### src/hw/rtl/assert_macros.svh
// Assertion macros used by the RTL of the event queue core.
// Define ASSERT_OFF to compile the assertions out.
`ifndef ASSERT_MACROS_SVH
`define ASSERT_MACROS_SVH
`ifndef ASSERT_OFF
`define ASSERT_ALWAYS(label, clk, rst, cond) \
   label: assert property (@(posedge clk) disable iff (rst) (cond)) \
      else $error("assertion failed");
`define ASSERT_IMPLIES(label, clk, rst, pre, post) \
   label: assert property (@(posedge clk) disable iff (rst) (pre) |-> (post)) \
      else $error("assertion failed");
`else
`define ASSERT_ALWAYS(label, clk, rst, cond)
`define ASSERT_IMPLIES(label, clk, rst, pre, post)
`endif
`endif

### src/hw/rtl/tevq_front.sv
// Front end: accepts request transactions and holds them in a two-entry queue.
// Depends on no other file.
`default_nettype none
module tevq_front #(
   parameter int CMD_W = 114
) (
   input  wire logic             clock,
   input  wire logic             reset,
   input  wire logic             in_valid,
   output logic                  in_ready,
   input  wire logic [CMD_W-1:0] in_cmd,
   output logic                  cmd_valid,
   input  wire logic             cmd_ready,
   output logic [CMD_W-1:0]      cmd_data,
   output logic [1:0]            fill
);
   logic [CMD_W-1:0] slot_ff [2];
   logic             wr_ff, wr_in, rd_ff, rd_in;
   logic [1:0]       count_ff, count_in;
   logic             push, pop;

   // Queue control.
   always_comb begin
      in_ready = (count_ff != 2'd2);
      cmd_valid = (count_ff != 2'd0);
      cmd_data = slot_ff[rd_ff];
      push = in_valid && in_ready;
      pop = cmd_valid && cmd_ready;
      wr_in = wr_ff ^ push;
      rd_in = rd_ff ^ pop;
      count_in = count_ff + {1'b0, push} - {1'b0, pop};
      fill = count_ff;
   end

   always_ff @(posedge clock) begin
      if (reset) begin
         wr_ff <= 1'b0;
         rd_ff <= 1'b0;
         count_ff <= 2'd0;
      end else begin
         wr_ff <= wr_in;
         rd_ff <= rd_in;
         count_ff <= count_in;
      end
   end

   // Payload storage.
   always_ff @(posedge clock) begin
      if (push) begin
         slot_ff[wr_ff] <= in_cmd;
      end
   end
endmodule
`default_nettype wire

### config.mk
export PLATFORM = sky130hd
export DESIGN_NAME = tevq_front
export DESIGN_NICKNAME = d
export VERILOG_FILES = /design/src/hw/rtl/assert_macros.svh /design/src/hw/rtl/tevq_front.sv
export SDC_FILE = /design/constraint.sdc
export NUM_CORES = 1
export LEC_CHECK = 0
export BUFFER_PORTS_ARGS = -buffer_cell sky130_fd_sc_hd__buf_2
export CAP_MARGIN = 40
export CORE_ASPECT_RATIO = 1.4
export CORE_MARGIN = 2
export CORE_UTILIZATION = 45
export DETAILED_ROUTE_END_ITERATION = 7
export PLACE_DENSITY = 0.7
export SETUP_SLACK_MARGIN = 0.2
export SKIP_LAST_GASP = 1
export SYNTH_ARGS = -nofsm -noshare
export SYNTH_HDL_FRONTEND = slang
export SYNTH_SLANG_ARGS = --single-unit
### constraint.sdc
create_clock -name clock -period 6.95 [get_ports clock]
set_input_delay 1.39 -clock clock [delete_from_list [all_inputs] [get_ports clock]]
set_output_delay 1.39 -clock clock [all_outputs]
set_load 0.005 [all_outputs]
==> impl_metrics.csv <==
group,metric,value,unit
clocking,cts_max_path_buffers,3,
power_and_ir_drop,irDropWorstVdd,0.2378,mV
routing,via_count,4310,
clocking,hold_buffers,0,
die,num_rows,60,
routing,avgRoutedWirePerCell,17.77,µm
die,fp.dieArea,20380,µm²
layout,layout_common_cells,"235 x buf_2, 228 x edfxtp_1, 64 x mux2_2",
synth,ys_ff_latch,232,
timing,rsz0062_at_grt,"false",
timing,max_slew.worst_pin.slew,0.8527,ns
critical_path,arrival,2.59,ns
die,start_util,0.4541,
timing,maxSlewHeadroom,0.4315,
timing,fmax,251.2,MHz
placed_design,port_buffers,235,
global_route,grt_use_total,0.1487,
critical_path,crit_path_end_kind,"output pin",
synth,yosys_warnings,0,
critical_path,crit_required,5.56,ns
clocking,cts_setup_buffers,0,
global_route,busiest_layer,"met2",
die,die_h,168.1,µm
global_route,grt_pass1_wl,23.44,mm
routing,drt-total-wl,15.84,mm
timing,hold_viol_final,0,
global_route,use_met3,0.04438,
clocking,cts_tree,"done",
global_route,grt-ovfl-total,0,
clocking,cts_buffers,21,
synth,syn_avg_cell_area,22.67,µm²
global_route,met1_usage,0.1520,
critical_path,worstSetupStartpointType,"register",
synth,synth.area.top_cells,"edfxtp_1 79%, mux2_4 8.7%, mux2_2 8.3%",
layout,n_fill_cell,1515,
clocking,ctsHtreeMaxLevel,1,
clocking,clk-insertion-delay-late,0.50,ns
power_and_ir_drop,leakage,0.004092,µW
layout,final_area,10750,µm²
global_route,grt_max_degree,63,
die,core_area,19070,µm²
layout,drive_above_1_share,0.5956,
layout,area_growth,24.10,%
critical_path,cp_max_fo,58,
synth,synth_nets,502,
layout,fin_nets,751,
timing,setup_viol,0,
routing,ant_nets,0,
timing,maxSlewViolCount,0,
clocking,cts_resized,0,
placed_design,dp_hpwl,10.60,mm
global_route,use_met2,0.2797,
die,num_io_pins,236,
synth,synth.distinct_cells,21,
timing,post-route-period-util,0.5727,
layout,layout_commonest_cell,"buf_2",
synth,syn_inst,382,
die,die_x,121.2,µm
clocking,clkTransAtPathRegs,0.06,ns
timing,period_minus_slack,3.980,ns
synth,synth_top_cell_area_share,0.7906,
routing,dr.pass1.iters,4,
run_status,status,"completed",
routing,drt-initial-drc-count,264,
layout,antenna_cells,0,
timing,hold_slack,0.6065,ns
placed_design,place_congestion,0.7222,
job,maxCapViolations,0,
worst_hold_path,min_path_type,"register to register",
power_and_ir_drop,power.density,336.1,nW/µm²
synth,netlist_area,8660,µm²
timing,finClkSkew,0.01748,ns
clocking,cts_root_buf,"clkbuf_16",
synth,synth_seq_area_share,0.7999,
placed_design,postPlaceCellArea,10110,µm²
timing,fin_setup_tns,0,ns
critical_path,path_class,"register to output pin",
global_route,antenna_found_initial,0,
routing,drcViolationCount,0,
routing,vias_per_cell,4.837,
global_route,grt_pass1_vias,4612,
synth,synth.largest_area_cell,"edfxtp_1",
clocking,cts.sinks,232,
-- report_power, final --
part	total (µW)	internal (µW)	switching, µW	leakage [µW]
logic	745	402	343	0.00161
registers	1790	1730	52.4	0.00217
clock network	1080	626	453	0.000312
-- critical path, stage by stage, from the launching register on --
cell and delay, ns:
dfxtp_4 0.49, buf_16 0.32, buf_4 0.68, mux2_2 0.41
buf_2 0.13
-- per-layer routing --
metal | up-vias | wire [µm]
li1 | 2006 | -
met1 | 2110 | 5393
met2 | 165 | 8727
met3 | 29 | 1271
met4 | 0 | 444
met5 | - | 0
-- logic make-up (layout without fill, tap and decap cells) --
group | Yosys count | in the layout | synth area share
xor gates and xnor gates | 1 | 1 | 0.001012
and+or+nand+nor | 13 | 13 | 0.007804
adders and majority gates | 2 | 2 | 0.002889
AOI/OAI and AO/OA | 5 | 5 | 0.004191
DFF | 232 | 232 | 0.7999
buffers and inverters | 14 | 275 | 0.01300
muxes | 115 | 115 | 0.1712
-- metrics by stage --
| stage | total power (µW) | util | worst slack, ns | instances |
|---|---|---|---|---|
| after floorplan | 2289 | - | 2.283 | 382 |
| after global placement | 2544 | 0.5287 | 3.181 | 855 |
| after detailed placement | 2579 | 0.5301 | 3.351 | 856 |
| after CTS | 3665 | 0.5636 | 2.938 | 891 |
| after global routing | 3773 | 0.5636 | 2.819 | 891 |
| final | 3612 | 0.5636 | 2.970 | 891 |
-- state kept, by name, indices dropped and copies added (netlist names) --
| name | cells |
|---|---|
| fill | 2 |
| wr_ff | 1 |
| rd_ff | 1 |
| slot_ff | 228 |
-- layout make-up --
type / count / area [µm²] / share of cell area
timing repair buffer: 239 / 1226 / 0.1141
clock inverter: 10 / 97.59 / 0.009081
inverter: 1 / 3.754 / 0.0003493
sequential: 232 / 6930 / 0.6449
tap: 248 / 310.3 / 0.02887
multi-input combinational: 136 / 1638 / 0.1524
clock buffer: 25 / 540.5 / 0.05030
-- cells in the mapped netlist --
master	count
ha_1	2
and2_1	1
a211oi_1	1
a32oi_1	1
or2_2	1
edfxtp_1	228
nand2b_1	1
inv_1	1
buf_6	7
buf_2	6
mux2_4	50
o21ai_0	2
mux2_2	64
a21bo_1	1
nor2_1	5
nand3_1	1
nor2b_1	3
and3_1	1
xor2_1	1
mux2_1	1
dfxtp_1	4
-- path summary, 6_finish.rpt --
path         cells past startpoint  slack, ns    start             end
max                              4       2.97    rd_ff     cmd_data[1]
min                              3       0.61    wr_ff           wr_ff
max reg2reg                      4       4.28  fill[0]  slot_ff[0][12]
min reg2reg                      3       0.61    wr_ff           wr_ff
Note: power is estimated with default switching activity, not from simulation.
