<file path="src/hw/rtl/assert_macros.svh">
// Assertion macros used by the RTL of the event queue core.
// Define ASSERT_OFF to compile the assertions out.
`ifndef ASSERT_MACROS_SVH
`define ASSERT_MACROS_SVH
`ifndef ASSERT_OFF
`define ASSERT_ALWAYS(label, clk, rst, cond) \
   label: assert property (@(posedge clk) disable iff (rst) (cond)) \
      else $error("assertion failed");
`define ASSERT_IMPLIES(label, clk, rst, pre, post) \
   label: assert property (@(posedge clk) disable iff (rst) (pre) |-> (post)) \
      else $error("assertion failed");
`else
`define ASSERT_ALWAYS(label, clk, rst, cond)
`define ASSERT_IMPLIES(label, clk, rst, pre, post)
`endif
`endif

</file>
<file path="src/hw/rtl/tevq_pkg.sv">
// Shared codes and field widths of the timed event queue.
// No dependencies.
`default_nettype none
package tevq_pkg;
   localparam int KindW = 2;
   localparam int TimeW = 32;
   localparam int ObjPortW = 16;
   localparam int UserW = 32;
   localparam int StatusW = 3;
   localparam int MaxFire = 16;
   localparam int FireW = 5;

   localparam logic [KindW-1:0] KIND_ADD = 2'd0;
   localparam logic [KindW-1:0] KIND_REMOVE = 2'd1;
   localparam logic [KindW-1:0] KIND_FIND = 2'd2;
   localparam logic [KindW-1:0] KIND_ACTIVATE = 2'd3;

   localparam logic [StatusW-1:0] ST_ADDED = 3'd0;
   localparam logic [StatusW-1:0] ST_FULL = 3'd1;
   localparam logic [StatusW-1:0] ST_FOUND = 3'd2;
   localparam logic [StatusW-1:0] ST_NOTFOUND = 3'd3;
   localparam logic [StatusW-1:0] ST_FIRED = 3'd4;
   localparam logic [StatusW-1:0] ST_NONE = 3'd5;

   // Status the back end reports to the top level.
   typedef struct packed {
      logic [8:0] count;
      logic       busy;
   } back_status_type;
endpackage
`default_nettype wire

</file>
<file path="src/hw/rtl/tevq_back.sv">
// Back end: the sorted cell row, its sequencer and the result register.
// Depends on tevq_pkg.
`default_nettype none
module tevq_back #(
   parameter int QUEUE_DEPTH = 16,
   parameter int OBJECT_BITS = 16,
   parameter int CMD_W = 114
) (
   input  wire logic                        clock,
   input  wire logic                        reset,
   input  wire logic                        cmd_valid,
   output logic                             cmd_ready,
   input  wire logic [CMD_W-1:0]            cmd_data,
   output logic                             out_valid,
   input  wire logic                        out_ready,
   output logic [tevq_pkg::StatusW-1:0]     out_status,
   output logic [tevq_pkg::ObjPortW-1:0]    out_object,
   output logic [tevq_pkg::UserW-1:0]       out_user,
   output logic                             out_last,
   output tevq_pkg::back_status_type        status
);
   localparam int CW = $clog2(QUEUE_DEPTH + 1);
   localparam logic S_IDLE = 1'b0;
   localparam logic S_FIRE = 1'b1;
   localparam int OT = tevq_pkg::KindW + tevq_pkg::TimeW;
   localparam int UT = OT + OBJECT_BITS;
   localparam int NT = UT + tevq_pkg::UserW;

   logic [tevq_pkg::TimeW-1:0] time_ff [QUEUE_DEPTH];
   logic [tevq_pkg::TimeW-1:0] time_in [QUEUE_DEPTH];
   logic [OBJECT_BITS-1:0]     obj_ff [QUEUE_DEPTH];
   logic [OBJECT_BITS-1:0]     obj_in [QUEUE_DEPTH];
   logic [tevq_pkg::UserW-1:0] user_ff [QUEUE_DEPTH];
   logic [tevq_pkg::UserW-1:0] user_in [QUEUE_DEPTH];
   logic [CW-1:0]              count_ff, count_in;
   logic                       state_ff, state_in;
   logic [tevq_pkg::FireW-1:0] fired_ff, fired_in;
   logic [tevq_pkg::TimeW-1:0] now_ff, now_in;

   logic                         rv_ff, rv_in;
   logic [tevq_pkg::StatusW-1:0] rs_ff, rs_in;
   logic [tevq_pkg::ObjPortW-1:0] ro_ff, ro_in;
   logic [tevq_pkg::UserW-1:0]   ru_ff, ru_in;
   logic                         rl_ff, rl_in;

   logic [tevq_pkg::KindW-1:0] c_kind;
   logic [tevq_pkg::TimeW-1:0] c_time, c_now, a_now;
   logic [OBJECT_BITS-1:0]     c_obj;
   logic [tevq_pkg::UserW-1:0] c_user;
   logic [tevq_pkg::FireW-1:0] a_fired;
   logic [QUEUE_DEPTH-1:0]     later, match, seen;
   logic                       out_free, due0, due1, more, load;
   logic [31:0]                obj_wide;

   assign c_kind = cmd_data[tevq_pkg::KindW-1:0];
   assign c_time = cmd_data[OT-1:tevq_pkg::KindW];
   assign c_obj = cmd_data[UT-1:OT];
   assign c_user = cmd_data[NT-1:UT];
   assign c_now = cmd_data[CMD_W-1:NT];

   // Per-cell compares and the prefix of remove matches.
   always_comb begin
      logic acc;
      acc = 1'b0;
      for (int i = 0; i < QUEUE_DEPTH; i++) begin
         later[i] = (i < int'(count_ff)) && (c_time < time_ff[i]);
         match[i] = (i < int'(count_ff)) && (obj_ff[i] == c_obj);
         acc = acc | match[i];
         seen[i] = acc;
      end
   end

   // Activate step: is the front due, and will the one after it fire too.
   always_comb begin
      a_now = (state_ff == S_IDLE) ? c_now : now_ff;
      a_fired = (state_ff == S_IDLE) ? '0 : fired_ff;
      due0 = (count_ff != '0) && !(a_now < time_ff[0]);
      due1 = (count_ff > CW'(1)) && !(a_now < time_ff[1 % QUEUE_DEPTH]);
      more = due1 && ((a_fired + 1'b1) < tevq_pkg::FireW'(tevq_pkg::MaxFire));
      obj_wide = 32'(obj_ff[0]);
   end

   // Sequencer and cell updates.
   always_comb begin
      time_in = time_ff;
      obj_in = obj_ff;
      user_in = user_ff;
      count_in = count_ff;
      state_in = state_ff;
      fired_in = fired_ff;
      now_in = now_ff;
      cmd_ready = 1'b0;
      load = 1'b0;
      rs_in = tevq_pkg::ST_NONE;
      ro_in = '0;
      ru_in = '0;
      rl_in = 1'b1;
      out_free = !rv_ff || out_ready;

      if (out_free && ((state_ff == S_FIRE) || (cmd_valid &&
          (c_kind == tevq_pkg::KIND_ACTIVATE)))) begin
         // One activate step: pop the front if due.
         cmd_ready = (state_ff == S_IDLE);
         now_in = a_now;
         load = 1'b1;
         if (due0) begin
            rs_in = tevq_pkg::ST_FIRED;
            ro_in = obj_wide[tevq_pkg::ObjPortW-1:0];
            ru_in = user_ff[0];
            rl_in = !more;
            for (int i = 0; i + 1 < QUEUE_DEPTH; i++) begin
               time_in[i] = time_ff[i+1];
               obj_in[i] = obj_ff[i+1];
               user_in[i] = user_ff[i+1];
            end
            count_in = count_ff - 1'b1;
            fired_in = a_fired + 1'b1;
            state_in = more ? S_FIRE : S_IDLE;
         end else begin
            state_in = S_IDLE;
         end
      end else if (out_free && (state_ff == S_IDLE) && cmd_valid) begin
         cmd_ready = 1'b1;
         load = 1'b1;
         case (c_kind)
            tevq_pkg::KIND_ADD: begin
               if (count_ff == CW'(QUEUE_DEPTH)) begin
                  rs_in = tevq_pkg::ST_FULL;
               end else begin
                  rs_in = tevq_pkg::ST_ADDED;
                  for (int i = 0; i < QUEUE_DEPTH; i++) begin
                     if (i > 0 && later[(i > 0) ? i - 1 : 0]) begin
                        time_in[i] = time_ff[(i > 0) ? i - 1 : 0];
                        obj_in[i] = obj_ff[(i > 0) ? i - 1 : 0];
                        user_in[i] = user_ff[(i > 0) ? i - 1 : 0];
                     end else if (later[i] || (i == int'(count_ff))) begin
                        time_in[i] = c_time;
                        obj_in[i] = c_obj;
                        user_in[i] = c_user;
                     end
                  end
                  count_in = count_ff + 1'b1;
               end
            end
            tevq_pkg::KIND_REMOVE: begin
               if (seen[QUEUE_DEPTH-1]) begin
                  rs_in = tevq_pkg::ST_FOUND;
                  for (int i = 0; i + 1 < QUEUE_DEPTH; i++) begin
                     if (seen[i]) begin
                        time_in[i] = time_ff[i+1];
                        obj_in[i] = obj_ff[i+1];
                        user_in[i] = user_ff[i+1];
                     end
                  end
                  count_in = count_ff - 1'b1;
               end else begin
                  rs_in = tevq_pkg::ST_NOTFOUND;
               end
            end
            tevq_pkg::KIND_FIND: begin
               rs_in = seen[QUEUE_DEPTH-1] ? tevq_pkg::ST_FOUND
                                           : tevq_pkg::ST_NOTFOUND;
            end
            default: begin
               rs_in = tevq_pkg::ST_NONE;
            end
         endcase
      end

      // Result register: load a new result or drop the one taken.
      if (load) begin
         rv_in = 1'b1;
      end else begin
         rv_in = rv_ff && !out_ready;
      end
   end

   always_ff @(posedge clock) begin
      if (reset) begin
         count_ff <= '0;
         state_ff <= S_IDLE;
         fired_ff <= '0;
         rv_ff <= 1'b0;
      end else begin
         count_ff <= count_in;
         state_ff <= state_in;
         fired_ff <= fired_in;
         rv_ff <= rv_in;
      end
   end

   // Cell payload and result payload.
   always_ff @(posedge clock) begin
      time_ff <= time_in;
      obj_ff <= obj_in;
      user_ff <= user_in;
      now_ff <= now_in;
      if (load) begin
         rs_ff <= rs_in;
         ro_ff <= ro_in;
         ru_ff <= ru_in;
         rl_ff <= rl_in;
      end
   end

   assign out_valid = rv_ff;
   assign out_status = rs_ff;
   assign out_object = ro_ff;
   assign out_user = ru_ff;
   assign out_last = rl_ff;
   assign status.count = 9'(count_ff);
   assign status.busy = (state_ff == S_FIRE);
endmodule
`default_nettype wire

</file>
<file path="config.mk">
export PLATFORM = sky130hd
export DESIGN_NAME = tevq_back
export DESIGN_NICKNAME = d
export VERILOG_FILES = /design/src/hw/rtl/assert_macros.svh /design/src/hw/rtl/tevq_pkg.sv /design/src/hw/rtl/tevq_back.sv
export SDC_FILE = /design/constraint.sdc
export NUM_CORES = 2
export LEC_CHECK = 0
export BUFFER_PORTS_ARGS = -buffer_cell sky130_fd_sc_hd__buf_2
export CAP_MARGIN = 5
export CORE_UTILIZATION = 50
export CTS_CLUSTER_DIAMETER = 60
export DETAILED_ROUTE_END_ITERATION = 6
export PLACE_DENSITY_LB_ADDON = 0.2
export SLEW_MARGIN = 15
export SYNTH_ARGS = -nofsm -noshare
export SYNTH_HDL_FRONTEND = slang
export SYNTH_SLANG_ARGS = --single-unit
</file>
<file path="constraint.sdc">
create_clock -name clock -period 12.25 [get_ports clock]
set_clock_uncertainty 0.1 [all_clocks]
set_input_delay 2.45 -clock clock [delete_from_list [all_inputs] [get_ports clock]]
set_output_delay 2.45 -clock clock [all_outputs]
set_load 0.1 [all_outputs]
</file>
==> results by group <==
Floorplanning
  • Starting Density: roughly half
  • Die H: 413 um
  • Die W: 413 um
  • CORE AREA: about 170000 um2
  • Die ar.: about 170000 um2
  • Ports: approximately 180
  • Num rows: 150

Clock tree
  • H-tree depth: 4
  • Clock tree from TritonCTS: built
  • Clock transition at path regs: 0.06 ns
  • CTS Sinks: ~1400
  • Postcts setup bufs: 0
  • Hold buffers post-CTS: 0
  • Clock Tree Root: clkbuf_16
  • Clock Tree Buf Depth: 3
  • Worst-Skew Late Latency: ~0.83 ns
  • CTS Buf Count: 162
  • CTS resizes: 0

Global routing
  • Initial antenna violation count: 6
  • Total grt overflow: 0
  • Vias in the first global route: about 66000
  • Global-route wire length before repair: just under 400000 um
  • GR Util All Layers: between 20% and 30%
  • Pin count of the biggest net entering global routing: between 200 and 300

Critical path
  • CP startpoint kind: input pin
  • Worst Path Required: between 10 and 15 ns
  • Endpoint class of the critical path: register
  • Slowest stage delay, CP: around 0.96 ns
  • Delay-heaviest family, CP: compound AO/OA/AOI/OAI gates
  • CP dominant cell by count: buf_4
  • WP data arrival: 8.23 ns
  • CP max-delay cell: a2111oi_1
  • Crit-path cells: buf_2, buf_4, ha_1, a21o_1, a21oi_1, o21ai_1, a2111o_1, a2111oi_1, o21a_4, buf_4, a211oi_1, a21oi_4, buf_4
  • Max FO, Critical Path: 60
  • Critical path type: input pin to register
  • Crit path buf inv count: 4

Route
  • # DRC: 0
  • DR pass1 iterations: 6
  • Vias: ~65000
  • Drt initial violations: between 6000 and 7000
  • Final ANT Viol Nets: 0
  • Drt wl/cell: approximately 25 um
  • Total wire length: around 260000 um
  • DR vias/cell: ~6.3

Timing
  • Setup tns final: 0 ns
  • Hold Fails Final Rpt: 0
  • Period utilization: ~64%
  • Min Tclk post-route: slightly below 8 ns
  • Slew headroom: 19.0%
  • Slew Limit Fails: 0
  • Hold_ws: 0.420 ns
  • # setup viols final: 0
  • Fmax: approximately 0.13 GHz
  • RSZ-0062 raised after global routing: false
  • Least-Margin Pin Slew: approximately 1.2 ns

Worst hold path
  • HP Class: register to register

Synth
  • Seq/Total Area, Yosys: about half
  • Main combinational cell family by area after synthesis: simple AND/OR/NAND/NOR gates
  • Post-synthesis mux area share: 9.53%
  • Simple-Gate Fraction of Synth Area: 12.7%
  • Xor-xnor portion of the synthesized cell area: around 2.7%
  • EDFF count, synth: 1364
  • Compound-cell area share of the yosys netlist: about an eighth
  • Yosys cell types: 82
  • Most used DFF post-synth: edfxtp_1
  • Synth warnings: 0
  • Post-Syn Area per Cell: about 10 um2
  • Post-synthesis adder-cell area fraction: 8.42%
  • Synth Cell Area: around 84000 um2
  • Cells after Synth: 8202
  • #FFs+latches synth: approximately 1400
  • Post-synth ARST share: 0%

Placement
  • DP Wirelength: 170000 um
  • Placed cells: slightly above 10000
  • Placer Congestion: 0.893
  • Number of buffers added on ports: roughly 180

Job
  • Max capacitance violation total: 0

Finish
  • Share of cells above drive strength 1: between 8 and 9%
  • Fin cells: approximately 10000
  • Area Growth Syn to Fin: 9.20%
  • Nets: 8758

Pwr
  • Static Leak: about 36 nW
  • Cell Pwr Density: ~130 nW/um2
  • Worst vdd ir: about 0.16 mV

Outcome
  • Status: completed
## cells by family (layout without fill, tap and decap cells)
kind of cell | after synthesis | in the layout
other | 1 | 6
multiplexers | 790 | 790
XOR/XNOR | 262 | 262
flip-flops | 1376 | 1376
adder cells (fa/ha/maj) | 568 | 568
AO/OA/AOI/OAI | 1655 | 1655
buffers and inverters | 1117 | 1124
AND/OR/NAND/NOR | 2433 | 2433
## final timing paths
check               startpoint     endpoint  slack, ns  cells after the start
setup / recovery   cmd_data[3]  obj_ff[155]       4.35                     13
hold / removal     fired_ff[2]  fired_ff[2]       0.42                      2
hold reg to reg    fired_ff[2]  fired_ff[2]       0.42                      2
setup reg to reg  time_ff[289]  obj_ff[155]       6.01                     12
## through the flow
stage / util [%] / area (um2) / power, mW / worst slack [ns]
after global routing: 55.1 / 92200 / 12.8 / 4.04
after global placement: 51.8 / 86700 / 7.41 / 3.32
after CTS: 55.1 / 92200 / 12.4 / 4.32
after floorplan: - / 84500 / 6.90 / 0.0999
after detailed placement: 51.8 / 86700 / 7.47 / 3.45
final: 55.1 / 92200 / 12.4 / 4.35
## state kept, by name, indices dropped and copies added (netlist names), 5 cells and up
name        flops
count_ff        5
fired_ff        5
now_ff         32
obj_ff        256
out_object     16
out_user       32
time_ff       512
user_ff       512
## worst min-delay path: cells and delay by family, from the launching register on
family / cells / cell delay [ns]
AO/OA/AOI/OAI: 1 / 0.06
AND/OR/NAND/NOR: 1 / 0.07
flip-flops: 1 / 0.34
## metal layers
layer | vias to the layer above | GRT usage [%] | share of wire, %
li1 | 29700 | - | -
met1 | 32700 | 38.1 | 41
met2 | 2369 | 50.8 | 49
met3 | 492 | 4.19 | 6.1
met4 | 6 | 11.4 | 3.7
met5 | - | 0 | 0.013
## synthesized netlist by cell type (all sizes together) (7+ instances only)
cell type	instances	area share [%]
xor2	147	1.5
nor4	62	0.46
a211oi	44	0.40
nor2	108	0.49
nand2	1471	6.5
inv	511	2.3
edfxtp	1364	49
nor3	39	0.24
or3	7	0.052
and3	9	0.067
or2	7	0.052
buf	275	1.9
o211ai	341	3.0
a221oi	8	0.083
nand3	489	2.9
a31oi	12	0.089
mux2i	678	8.0
o311ai	127	1.3
mux2	112	1.5
nand4	101	0.75
a21o	71	0.63
o21a	20	0.18
or4	11	0.098
xnor2	115	1.2
nand2b	22	0.16
clkbuf	331	1.5
o21ai	797	4.7
a21oi	159	0.94
ha	568	8.4
a2111oi	27	0.29
dfxtp	12	0.28
nor2b	31	0.23
and2	51	0.38
## power breakdown
group / total (mW) / switching [mW] / internal, mW
logic: 1.78 / 1.24 / 0.543
registers: 5.62 / 0.145 / 5.47
clock network: 4.99 / 2.12 / 2.88
## layout by cell type, fill, tap and decap left out, drive strengths merged, types with 7 or more instances in the layout
| master | count |
|---|---|
| a2111oi | 27 |
| or3 | 7 |
| or2 | 7 |
| nor4 | 62 |
| nand2 | 1471 |
| clkbuf | 198 |
| or4 | 11 |
| clkinvlp | 7 |
| nand4 | 101 |
| dfxtp | 12 |
| o211ai | 341 |
| and2 | 51 |
| and3 | 9 |
| xor2 | 147 |
| xnor2 | 115 |
| a31oi | 12 |
| o311ai | 127 |
| o21a | 20 |
| a211oi | 44 |
| a21o | 71 |
| nor2 | 108 |
| a221oi | 8 |
| bufinv | 18 |
| o21ai | 797 |
| nor3 | 39 |
| edfxtp | 1364 |
| inv | 523 |
| mux2 | 112 |
| mux2i | 678 |
| a21oi | 159 |
| nor2b | 31 |
| nand3 | 489 |
| nand2b | 22 |
| buf | 308 |
| clkinv | 69 |
| ha | 568 |
## layout make-up
class                           instances  area [um2]
Clock inverter                        106        1180
Inverter                              511        1920
Tap cell                             2204        2760
Fill cell                           14700       75200
Antenna cell                            2        5.00
Timing Repair Buffer                  309        2040
Multi-Input combinational cell       5712       38900
Clock buffer                          198        4240
Sequential cell                      1376       41200
(Power assumes the default switching activity.)
